### src/hw/rtl/vfm_pkg.sv
// Shared types, constants and the mean divider for the vibration frequency monitor.
// No dependencies.
`timescale 1ns / 1ps
`default_nettype none

package vfm_pkg;

  localparam int HISTORY_DEPTH = 5;
  localparam int SLOT_W        = $clog2(HISTORY_DEPTH);
  localparam int SUM_W         = 9 + $clog2(HISTORY_DEPTH);

  // Reciprocal of the depth for the mean: ceil(2^REC_SHIFT / depth).
  localparam int REC_SHIFT = 14;
  localparam int REC_W     = 15;
  localparam logic [REC_W-1:0] RECIP =
    REC_W'((2 ** REC_SHIFT + HISTORY_DEPTH - 1) / HISTORY_DEPTH);

  typedef enum logic [2:0] {
    OP_CAL     = 3'd0,
    OP_ACTIVE  = 3'd1,
    OP_LATCH   = 3'd2,
    OP_PERIOD  = 3'd3,
    OP_RESTART = 3'd4
  } op_t;

  localparam logic [2:0] REG_BAND_LOW    = 3'd0;
  localparam logic [2:0] REG_BAND_HIGH   = 3'd1;
  localparam logic [2:0] REG_TIME_WINDOW = 3'd2;
  localparam logic [2:0] REG_PERIOD      = 3'd3;

  typedef struct packed {
    logic signed [7:0] x;
    logic signed [7:0] y;
    logic signed [7:0] z;
  } sample_t;

  typedef struct packed {
    logic push;   // write sample into history
    logic clear;  // zero the history, keep the slot
  } filt_ctrl_t;

  // Sum / HISTORY_DEPTH, truncated toward zero.
  function automatic logic signed [7:0] mean_div(input logic signed [SUM_W-1:0] sum);
    logic [SUM_W-1:0]       mag;
    logic [SUM_W+REC_W-1:0] prod;
    logic [SUM_W-1:0]       q;
    mag  = sum[SUM_W-1] ? SUM_W'(-sum) : SUM_W'(sum);
    prod = {{REC_W{1'b0}}, mag} * {{SUM_W{1'b0}}, RECIP};
    q    = SUM_W'(prod >> REC_SHIFT);
    return sum[SUM_W-1] ? 8'(-q) : 8'(q);
  endfunction

endpackage

`default_nettype wire

### src/hw/rtl/vibration_frequency_monitor_top.sv
// Vibration frequency monitor: offset correction, mean filter, Z crossing count,
// period reports and dwell-based warning. Depends on vfm_pkg and vfm_filter.
// Path: input register, then result register; a result stall holds the request
// in the input register.
// Throughput: one request per cycle unless the result stalls; all of a request's
// work is done in the single cycle it leaves the input register.
// Reset: synchronous, active high; clears history, offsets, counters, flags and
// loads the register defaults. No clearing pass is needed.
`timescale 1ns / 1ps
`default_nettype none

module vibration_frequency_monitor_top import vfm_pkg::*; (
  input  wire logic              clk,
  input  wire logic              rst,
  // configuration write channel
  input  wire logic              cfg_valid,
  output logic                   cfg_ready,
  input  wire logic [2:0]        cfg_index,
  input  wire logic [13:0]       cfg_data,
  // request channel
  input  wire logic              in_valid,
  output logic                   in_stall,
  input  wire logic [2:0]        operation,
  input  wire logic signed [7:0] raw_x,
  input  wire logic signed [7:0] raw_y,
  input  wire logic signed [7:0] raw_z,
  // result channel
  output logic                   out_valid,
  input  wire logic              out_stall,
  output logic signed [7:0]      filt_x,
  output logic signed [7:0]      filt_y,
  output logic signed [7:0]      filt_z,
  output logic [6:0]             frequency,
  output logic                   warning,
  output logic                   period_report
);

  // ---------------- configuration registers ----------------
  logic [4:0]  band_low;
  logic [4:0]  band_high;
  logic [13:0] time_window_ms;
  logic [13:0] period_ms;

  assign cfg_ready = 1'b1;

  always_ff @(posedge clk) begin
    if (rst) begin
      band_low       <= 5'd2;
      band_high      <= 5'd10;
      time_window_ms <= 14'd3000;
      period_ms      <= 14'd1000;
    end else if (cfg_valid && cfg_ready) begin
      unique case (cfg_index)
        REG_BAND_LOW:    band_low       <= cfg_data[4:0];
        REG_BAND_HIGH:   band_high      <= cfg_data[4:0];
        REG_TIME_WINDOW: time_window_ms <= cfg_data;
        REG_PERIOD:      period_ms      <= cfg_data;
        default: ;  // unknown index ignored
      endcase
    end
  end

  // ---------------- input register ----------------
  // The request sits here until it is processed, when it moves into the
  // result register, which can happen every cycle unless the result stalls.
  logic    s1_valid;
  op_t     s1_op;
  sample_t s1_raw;
  logic    adv;     // s1 request processed this cycle
  logic    accept;

  assign adv      = s1_valid && (!out_valid || !out_stall);
  assign in_stall = s1_valid && !adv;
  assign accept   = in_valid && !in_stall;

  always_ff @(posedge clk) begin
    if (rst) s1_valid <= 1'b0;
    else     s1_valid <= accept || (s1_valid && !adv);
  end

  always_ff @(posedge clk) begin
    if (accept) begin
      s1_op    <= op_t'(operation);
      s1_raw.x <= raw_x;
      s1_raw.y <= raw_y;
      s1_raw.z <= raw_z;
    end
  end

  // ---------------- processing state ----------------
  logic signed [8:0] offsets [3];      // x, y, z
  sample_t           last_filtered;
  logic [7:0]        crossing_count;
  logic              in_band_flag;
  logic [15:0]       dwell_time;
  logic              warning_flag;

  logic signed [8:0] offsets_next [3];
  sample_t           last_filtered_next;
  logic [7:0]        crossing_count_next;
  logic              in_band_flag_next;
  logic [15:0]       dwell_time_next;
  logic              warning_flag_next;
  logic [6:0]        freq;
  logic              report;

  // filter
  filt_ctrl_t fctrl;
  sample_t    fsample;
  sample_t    fmean;

  vfm_filter u_filter (
    .clk    (clk),
    .rst    (rst),
    .ctrl   (fctrl),
    .sample (fsample),
    .mean   (fmean)
  );

  // Offset-corrected sample, wrapped to 8 bits.
  sample_t           corr;
  logic signed [8:0] sum_x, sum_y, sum_z;
  always_comb begin
    sum_x  = {s1_raw.x[7], s1_raw.x} + offsets[0];
    sum_y  = {s1_raw.y[7], s1_raw.y} + offsets[1];
    sum_z  = {s1_raw.z[7], s1_raw.z} + offsets[2];
    corr.x = sum_x[7:0];
    corr.y = sum_y[7:0];
    corr.z = sum_z[7:0];
  end

  // Deadband: every axis within -1..1.
  function automatic logic near_zero(input logic signed [7:0] v);
    return (v >= -8'sd1) && (v <= 8'sd1);
  endfunction

  logic        near;
  logic        in_band;
  logic [16:0] dwell_sum;
  logic [15:0] dwell_added;   // saturating dwell + period
  logic        window_met;

  always_comb begin
    near        = near_zero(fmean.x) && near_zero(fmean.y) && near_zero(fmean.z);
    dwell_sum   = {1'b0, dwell_time} + {3'b000, period_ms};
    dwell_added = dwell_sum[16] ? 16'hFFFF : dwell_sum[15:0];
    window_met  = dwell_added >= {2'b00, time_window_ms};
    in_band     = (crossing_count[7:1] >= {2'b00, band_low}) &&
                  (crossing_count[7:1] <= {2'b00, band_high});
  end

  always_comb begin
    fctrl               = '0;
    fsample             = (s1_op == OP_ACTIVE) ? corr : s1_raw;
    offsets_next        = offsets;
    last_filtered_next  = last_filtered;
    crossing_count_next = crossing_count;
    in_band_flag_next   = in_band_flag;
    dwell_time_next     = dwell_time;
    warning_flag_next   = warning_flag;
    freq                = '0;
    report              = 1'b0;

    case (s1_op)
      OP_CAL: begin
        fctrl.push         = adv;
        last_filtered_next = fmean;
      end
      OP_ACTIVE: begin
        fctrl.push         = adv;
        last_filtered_next = near ? sample_t'('0) : fmean;
        // sign change of Z against the previous filtered value
        if ((last_filtered_next.z[7] != last_filtered.z[7]) &&
            (crossing_count != 8'hFF))
          crossing_count_next = crossing_count + 8'd1;
      end
      OP_LATCH: begin
        fctrl.clear     = adv;
        offsets_next[0] = -{last_filtered.x[7], last_filtered.x};
        offsets_next[1] = -{last_filtered.y[7], last_filtered.y};
        offsets_next[2] = -{last_filtered.z[7], last_filtered.z};
      end
      OP_PERIOD: begin
        freq   = crossing_count[7:1];
        report = 1'b1;
        if (in_band == in_band_flag) begin
          // staying on the same side: accumulate dwell, maybe switch warning
          dwell_time_next = dwell_added;
          if (window_met) warning_flag_next = in_band;
        end else begin
          dwell_time_next   = {2'b00, period_ms};
          in_band_flag_next = in_band;
        end
        crossing_count_next = '0;
      end
      OP_RESTART: begin
        crossing_count_next = '0;
        in_band_flag_next   = 1'b0;
        dwell_time_next     = '0;
        warning_flag_next   = 1'b0;
      end
      default: ;  // unused codes: plain result, no state change
    endcase
  end

  always_ff @(posedge clk) begin
    if (rst) begin
      for (int a = 0; a < 3; a++) offsets[a] <= '0;
      last_filtered  <= '0;
      crossing_count <= '0;
      in_band_flag   <= 1'b0;
      dwell_time     <= '0;
      warning_flag   <= 1'b0;
    end else if (adv) begin
      offsets        <= offsets_next;
      last_filtered  <= last_filtered_next;
      crossing_count <= crossing_count_next;
      in_band_flag   <= in_band_flag_next;
      dwell_time     <= dwell_time_next;
      warning_flag   <= warning_flag_next;
    end
  end

  // ---------------- result register ----------------
  always_ff @(posedge clk) begin
    if (rst)      out_valid <= 1'b0;
    else if (adv) out_valid <= 1'b1;
    else if (!out_stall) out_valid <= 1'b0;
  end

  always_ff @(posedge clk) begin
    if (adv) begin
      filt_x        <= last_filtered_next.x;
      filt_y        <= last_filtered_next.y;
      filt_z        <= last_filtered_next.z;
      frequency     <= freq;
      warning       <= warning_flag_next;
      period_report <= report;
    end
  end

  // ---------------- assertions ----------------
  a_freq_only_on_report: assert property (@(posedge clk) disable iff (rst)
    out_valid && !period_report |-> frequency == 7'd0)
    else $error("frequency nonzero on a non-report result");

  a_restart_clears_warning: assert property (@(posedge clk) disable iff (rst)
    adv && s1_op == OP_RESTART |=> !warning_flag && dwell_time == 16'd0)
    else $error("restart did not clear warning state");

  a_period_clears_count: assert property (@(posedge clk) disable iff (rst)
    adv && s1_op == OP_PERIOD |=> crossing_count == 8'd0)
    else $error("period end did not clear crossing count");

  a_stall_needs_item: assert property (@(posedge clk) disable iff (rst)
    in_stall |-> s1_valid && out_valid && out_stall)
    else $error("input stalled without a blocked result");

endmodule

`default_nettype wire

### src/hw/rtl/vfm_filter.sv
// Sample history and moving-average mean over HISTORY_DEPTH samples.
// Depends on vfm_pkg.
`timescale 1ns / 1ps
`default_nettype none

module vfm_filter import vfm_pkg::*; (
  input  wire logic       clk,
  input  wire logic       rst,
  input  wire filt_ctrl_t ctrl,
  input  wire sample_t    sample,
  output sample_t         mean
);

  sample_t           history [HISTORY_DEPTH];
  logic [SLOT_W-1:0] write_slot;
  logic [SLOT_W-1:0] slot_eff;
  logic [SLOT_W-1:0] write_slot_next;
  sample_t           hist_next [HISTORY_DEPTH];
  logic signed [SUM_W-1:0] sum_x, sum_y, sum_z;

  always_comb begin
    slot_eff = (int'(write_slot) >= HISTORY_DEPTH) ? '0 : write_slot;
    write_slot_next = (int'(slot_eff) == HISTORY_DEPTH - 1) ? '0 : slot_eff + 1'b1;
  end

  // History with the new sample in place; the mean is taken over this.
  always_comb begin
    sum_x = '0;
    sum_y = '0;
    sum_z = '0;
    for (int i = 0; i < HISTORY_DEPTH; i++) begin
      hist_next[i] = (i == int'(slot_eff)) ? sample : history[i];
      sum_x = sum_x + {{(SUM_W-8){hist_next[i].x[7]}}, hist_next[i].x};
      sum_y = sum_y + {{(SUM_W-8){hist_next[i].y[7]}}, hist_next[i].y};
      sum_z = sum_z + {{(SUM_W-8){hist_next[i].z[7]}}, hist_next[i].z};
    end
    mean.x = mean_div(sum_x);
    mean.y = mean_div(sum_y);
    mean.z = mean_div(sum_z);
  end

  always_ff @(posedge clk) begin
    if (rst) begin
      write_slot <= '0;
      for (int i = 0; i < HISTORY_DEPTH; i++) history[i] <= '0;
    end else if (ctrl.clear) begin
      for (int i = 0; i < HISTORY_DEPTH; i++) history[i] <= '0;
    end else if (ctrl.push) begin
      for (int i = 0; i < HISTORY_DEPTH; i++) history[i] <= hist_next[i];
      write_slot <= write_slot_next;
    end
  end

endmodule

`default_nettype wire

### config.mk
export PLATFORM = sky130hd
export DESIGN_NAME = vibration_frequency_monitor_top
export DESIGN_NICKNAME = d
export VERILOG_FILES = /design/src/hw/rtl/vfm_pkg.sv /design/src/hw/rtl/vibration_frequency_monitor_top.sv /design/src/hw/rtl/vfm_filter.sv
export SDC_FILE = /design/constraint.sdc
export NUM_CORES = 1
export LEC_CHECK = 0
export BUFFER_PORTS_ARGS = -buffer_cell sky130_fd_sc_hd__buf_2
export CAP_MARGIN = 30
export CORE_MARGIN = 3
export CORE_UTILIZATION = 32
export CTS_CLUSTER_DIAMETER = 120
export DETAILED_ROUTE_END_ITERATION = 10
export GPL_TIMING_DRIVEN = 1
export PLACE_DENSITY = 0.52
export SYNTH_ARGS = -nofsm -noshare
export SYNTH_HDL_FRONTEND = slang
export SYNTH_SLANG_ARGS = --single-unit
### constraint.sdc
create_clock -name clk -period 16.76 [get_ports clk]
set_input_delay 2.514 -clock clk [delete_from_list [all_inputs] [get_ports clk]]
set_output_delay 2.514 -clock clk [all_outputs]
set_load 0.05 [all_outputs]
==> flow_metrics.env, run 1 <==
export IMPL_synth_cells=3010
export IMPL_outcome="finished clean"
export IMPL_die_area_um2=89600
export IMPL_root_buffer="clkbuf_16"
export IMPL_antenna_found_initial=0
export IMPL_globalplace_congestion=0.820
export IMPL_whs_path_depth=2
export IMPL_wl_per_cell_um=15.7
export IMPL_vias=20136
export IMPL_core_area_um2=84500
export IMPL_rsz0062_at_grt="no"
export IMPL_hold_path_class="flop to flop"
export IMPL_syn_nets=3587
export IMPL_crit_type="flop to flop"
export IMPL_arrival_ps=14750
export IMPL_antennaDiodeCount=0
export IMPL_clock_sinks=297
export IMPL_grt_pass1_vias=19748
export IMPL_worst_slew_pin_slew_ps=956
export IMPL_clockBufferDepth=3
export IMPL_drc=0
export IMPL_synth_ff_type="edfxtp_1"
export IMPL_hold_viol_final=0
export IMPL_drtPass1Iterations=5
export IMPL_die_h_um=299
export IMPL_synth_edff_count=180
export IMPL_synthTopCellsByArea="edfxtp_1 20%, ha_1 16%, fa_1 13%, dfxtp_1 8.5%, inv_1 5.6%"
export IMPL_cap_violations=0
export IMPL_whs_endpoint="dwell_time[4]"
export IMPL_h_tree_depth=2
export IMPL_r2r_cells=50
export IMPL_max_slew_margin_rel_pct=36.1
export IMPL_grt_max_degree=87
export IMPL_grt_usage_pct=14.7
export IMPL_min_period_over_period_pct=85.9
export IMPL_grt_ovfl_total=0
export IMPL_postCtsSetupRepairBufs=0
export IMPL_initialDrtViolationCount=1111
export IMPL_initial_core_util_pct=32.6
export IMPL_synth_cell_type_count=96
export IMPL_cp_end_kind="flop"
export IMPL_synth_avg_cell_area_um2=9.15
export IMPL_drive_gt1_share_pct=7.07
export IMPL_port_buffers=83
export IMPL_ys_warn_count=0
export IMPL_clkLatencyLatePin_ps=540
export IMPL_required_ps=17110
export IMPL_ant_nets=0
export IMPL_timing_fmax_mhz=69.4
export IMPL_setup_ws_ps=2360
export IMPL_syn2layout_area_growth_pct=10.4
export IMPL_worstPathMaxFanout=16
export IMPL_numCtsBuffers=36
export IMPL_pin_count=85
export IMPL_synth_top_area_cell="edfxtp_1"
export IMPL_dp_slack_ps=2110
export IMPL_finalSetupViolations=0
export IMPL_ys_ff_latch=297
export IMPL_start_kind="flop"
export IMPL_hp_start="dwell_time[4]"
export IMPL_die_w_um=299
export IMPL_synth_top_area_share_pct=19.6
export IMPL_r2r_start="s1_op[2]"
export IMPL_rows=106
export IMPL_crit_top_cell="inv_1"
export IMPL_yosysMostFrequentCell="inv_1"
export IMPL_dp_hpwl_um=51800
export IMPL_fillCellCount=8719
export IMPL_grt_pass1_wl_um=108000
export IMPL_synth_common_cells="411 x inv_1, 350 x ha_1, 318 x nor2_1, 209 x nand2_1, 196 x a21oi_1"
export IMPL_r2r_setup_slack_ps=2360
export IMPL_cp_slowest_cell="a211oi_1"
export IMPL_fin_skew_ps=25.7
export IMPL_viasPerCell=4.77
export IMPL_netlist_area_um2=27500
export IMPL_seq_area_frac_synth_pct=28.1
export IMPL_timing_final_crit_period_ps=14400
export IMPL_hold_buffers=0
export IMPL_cts_tree="done"
export IMPL_synthArstFlopShare_pct=0
export IMPL_nets=3634
export IMPL_slowest_delay_ps=700
export IMPL_fin_tns_setup_ps=0
export IMPL_clk_pin_slew_ps=60
export IMPL_finalWirelength_um=66200
export IMPL_ctsResizeCount=0
export IMPL_r2r_end="filt_z[0]"
export IMPL_finalMaxSlewViolations=0
[how the worst max path moves through the flow]
stage,from,end
after floorplan,s1_op[2],crossing_count[1]
after global placement,s1_op[2],last_filtered[7]
after detailed placement,s1_op[2],crossing_count[6]
after CTS,s1_op[2],crossing_count[6]
after global routing,s1_op[2],filt_z[0]
final,s1_op[2],filt_z[0]
[critical path, delay by kind of cell (launching register included)]
family | cells | cell delay [ps]
AND/OR/NAND/NOR | 9 | 1940
adder cells (fa/ha/maj) | 14 | 5730
multiplexers | 4 | 1430
AO/OA/AOI/OAI | 12 | 3060
flip-flops | 1 | 480
buffers and inverters | 10 | 1080
XOR/XNOR | 1 | 450
[metal layers]
| metal | vias to the layer above | part of all wire (%) | GRT usage, % |
|---|---|---|---|
| li1 | 10291 | - | - |
| met4 | 0 | 1.4 | 2.69 |
| met5 | - | 0 | 0 |
| met1 | 9498 | 50 | 21.3 |
| met2 | 297 | 45 | 23.8 |
| met3 | 50 | 3.1 | 1.32 |
[cell type report]
class	count	area, µm²	share of cell area, %
multi-input cells	2194	17900	58.7
flip-flops and latches	297	7750	25.5
inverters	412	1550	5.09
well taps	1134	1420	4.67
clock buffers	47	983	3.23
repair buffers	116	686	2.26
clock inverters	18	171	0.564
[logic make-up after synthesis]
family,synth area share [%]
buf+inv,7.20
mux,1.64
flops,28.1
fa+ha+maj,29.1
xor+xnor,5.61
simple gates,14.7
other cells,0.0136
compound gates,13.6
[sequential cells by signal, indices dropped and copies added (netlist names)]
| register | count |
|---|---|
| time_window_ms | 14 |
| s1_op | 3 |
| band_low | 5 |
| filt_y | 8 |
| in_band_flag | 1 |
| band_high | 5 |
| last_filtered | 24 |
| dwell_time | 16 |
| out_valid | 1 |
| period_report | 1 |
| filt_z | 8 |
| u_filter.history | 120 |
| warning | 1 |
| offsets | 24 |
| period_ms | 14 |
| frequency | 7 |
| warning_flag | 1 |
| s1_raw | 24 |
| filt_x | 8 |
| u_filter.write_slot | 3 |
| s1_valid | 1 |
| crossing_count | 8 |
[cells in the final DEF, fill, tap and decap left out, types with 16 or more instances in the layout]
cell / instances
a211o_1: 17
ha_1: 349
nand2b_1: 22
a31oi_1: 18
xor2_1: 55
clkbuf_16: 37
a22oi_1: 25
nor2b_1: 87
o21bai_1: 24
nand2_1: 209
fa_1: 178
a211oi_1: 16
or3_1: 27
a21oi_1: 196
and3_1: 19
mux2i_1: 37
inv_1: 410
o21ai_0: 132
xnor2_1: 114
dfxtp_1: 117
a21o_1: 42
a22o_1: 19
nand3_1: 35
buf_2: 82
nor3_1: 36
buf_4: 33
and2_1: 27
nor2_1: 317
edfxtp_1: 180
[metrics by stage]
stage	instance area, µm²	util (%)	hold slack, ps	instances
after floorplan	27500	-	424	3010
after global placement	29200	34.6	446	4148
after detailed placement	29200	34.6	447	4152
after CTS	30400	36.0	459	4217
after global routing	30400	36.0	477	4218
final	30400	36.0	456	4218
Power of run 1 is not shown: default switching activity piles up to over one toggle a cycle in this logic, so the estimate is an artifact.
==> inputs of run 2 (changes only) <==
Settings changed: BUFFER_PORTS_ARGS -buffer_cell sky130_fd_sc_hd__buf_2 to default, CTS_BUF_LIST from default to sky130_fd_sc_hd__clkbuf_8, DONT_BUFFER_PORTS from default to 1, PLACE_DENSITY 0.52 to 0.51.
==> flow_metrics.env, run 2 (same netlist as run 1, synthesis figures left out) <==
export IMPL_seqCellArea_um2=7750
export IMPL_start_kind="flop"
export IMPL_port_buffers=0
export IMPL_multi_input_area_um2=17800
export IMPL_dp_slack_ps=1860
export IMPL_largest_reg_flops=120
export IMPL_use_met2_pct=23.9
export IMPL_core_area_um2=84500
export IMPL_grt_usage_pct=14.7
export IMPL_ant_nets=0
export IMPL_path_buf_inv=10
export IMPL_grt_max_degree=128
export IMPL_drc=0
export IMPL_worstPathMaxFanout=27
export IMPL_clockBufferDepth=3
export IMPL_nets=3565
export IMPL_grt_ovfl_total=0
export IMPL_r2r_end="last_filtered[6]"
export IMPL_clock_sinks=297
export IMPL_clkLatencyLatePin_ps=670
export IMPL_fillCellCount=8797
export IMPL_drive_gt1_share_pct=5.11
export IMPL_die_area_um2=89600
export IMPL_arrival_ps=15490
export IMPL_crit_top_cell="inv_1"
export IMPL_clk_pin_slew_ps=60
export IMPL_r2r_setup_slack_ps=1870
export IMPL_grt_pass1_vias=19884
export IMPL_crit_type="flop to flop"
export IMPL_numCtsBuffers=55
export IMPL_setup_ws_ps=1870
export IMPL_rows=106
export IMPL_r2r_cells=50
export IMPL_most_common_layout_cells="426 x inv_1, 349 x ha_1, 317 x nor2_1"
export IMPL_crit_cells=50
export IMPL_final_common_cell="inv_1"
export IMPL_drtPass1Iterations=5
export IMPL_endpoint="last_filtered[6]"
export IMPL_wl_per_cell_um=15.7
export IMPL_hold_viol_final=0
export IMPL_timing_fmax_mhz=67.2
export IMPL_pin_count=85
export IMPL_postCtsSetupRepairBufs=0
export IMPL_globalplace_congestion=0.825
export IMPL_hold_buffers=0
export IMPL_die_w_um=299
export IMPL_root_buffer="clkbuf_8"
export IMPL_vias=19895
export IMPL_ctsResizeCount=0
export IMPL_startpoint="s1_op[2]"
export IMPL_cap_violations=0
export IMPL_outcome="finished clean"
export IMPL_grt_pass1_wl_um=108000
export IMPL_timing_final_crit_period_ps=14890
export IMPL_finalWirelength_um=65600
export IMPL_grtUsageMet3_pct=1.69
export IMPL_finalMaxSlewViolations=0
export IMPL_cp_end_kind="flop"
export IMPL_dp_hpwl_um=50200
export IMPL_required_ps=17360
export IMPL_syn2layout_area_growth_pct=8.75
export IMPL_hold_path_class="flop to flop"
export IMPL_min_period_over_period_pct=88.9
export IMPL_initialDrtViolationCount=922
export IMPL_worst_slew_pin_slew_ps=960
export IMPL_viasPerCell=4.77
export IMPL_initial_core_util_pct=32.6
export IMPL_utilization_pct=35.4
export IMPL_r2r_start="s1_op[2]"
export IMPL_cp_slowest_cell="mux2i_1"
export IMPL_h_tree_depth=2
export IMPL_fin_tns_setup_ps=0
export IMPL_globalRouteMet1Util_pct=20.6
export IMPL_crit_family="adder cells"
export IMPL_hold_ws_ps=457
export IMPL_largest_register="u_filter.history"
export IMPL_rsz0062_at_grt="no"
export IMPL_busiest_layer="met2"
export IMPL_cts_tree="done"
export IMPL_finalSetupViolations=0
export IMPL_fin_skew_ps=49.9
export IMPL_die_h_um=299
export IMPL_antenna_found_initial=4
export IMPL_max_slew_margin_rel_pct=34.2
export IMPL_slowest_delay_ps=830
## run 2: cell count changes in the layout (fill, tap and decap cells not counted), moves of 7 or more
cell and change:
buf_2 -81, inv_1 +16, buf_4 -7, clkbuf_16 -37, clkbuf_8 +55, clkbuf_1 -8
## run 2: worst register-to-register path, delay by kind of cell, from the launching register on
family,cells,cell delay (ps)
fa+ha+maj,14,5760
buf+inv,10,1120
simple gates,10,2030
compound gates,12,3530
xor+xnor,1,520
mux,3,1340
flops,1,500
## run 2: area by class of cell
type	instances	share of cell area [%]
antenna	2	0.0167
clock buffer	57	2.62
clock inverter	45	1.23
inverter	412	5.16
multi-input combinational	2194	59.6
sequential	297	25.9
tap	1134	4.74
timing repair buffer	28	0.761
## run 2: routing by layer
layer  routed length, µm  vias up
li1                    -    10176
met1               32300     9373
met2               29600      272
met3                2120       74
met4                1580        0
met5                   0        -
## run 2: how the worst min path moves through the flow
stage | start | endpoint | slack [ps] | cells past startpoint
floorplan | dwell_time[11] | dwell_time[11] | 420 | 2
global placement | dwell_time[3] | dwell_time[3] | 440 | 2
detailed placement | dwell_time[0] | dwell_time[0] | 450 | 2
CTS | dwell_time[0] | dwell_time[0] | 460 | 2
global route | dwell_time[0] | dwell_time[0] | 480 | 2
finish | dwell_time[5] | dwell_time[5] | 460 | 2
## run 2: stage by stage
| stage | cell area (µm²) | instances |
|---|---|---|
| detailed placement | 28800 | 4064 |
| finish | 29900 | 4169 |
| CTS | 29900 | 4166 |
| floorplan | 27500 | 3010 |
| global route | 29900 | 4168 |
| global placement | 28700 | 4062 |
Power of run 2 is left out for the same reason.
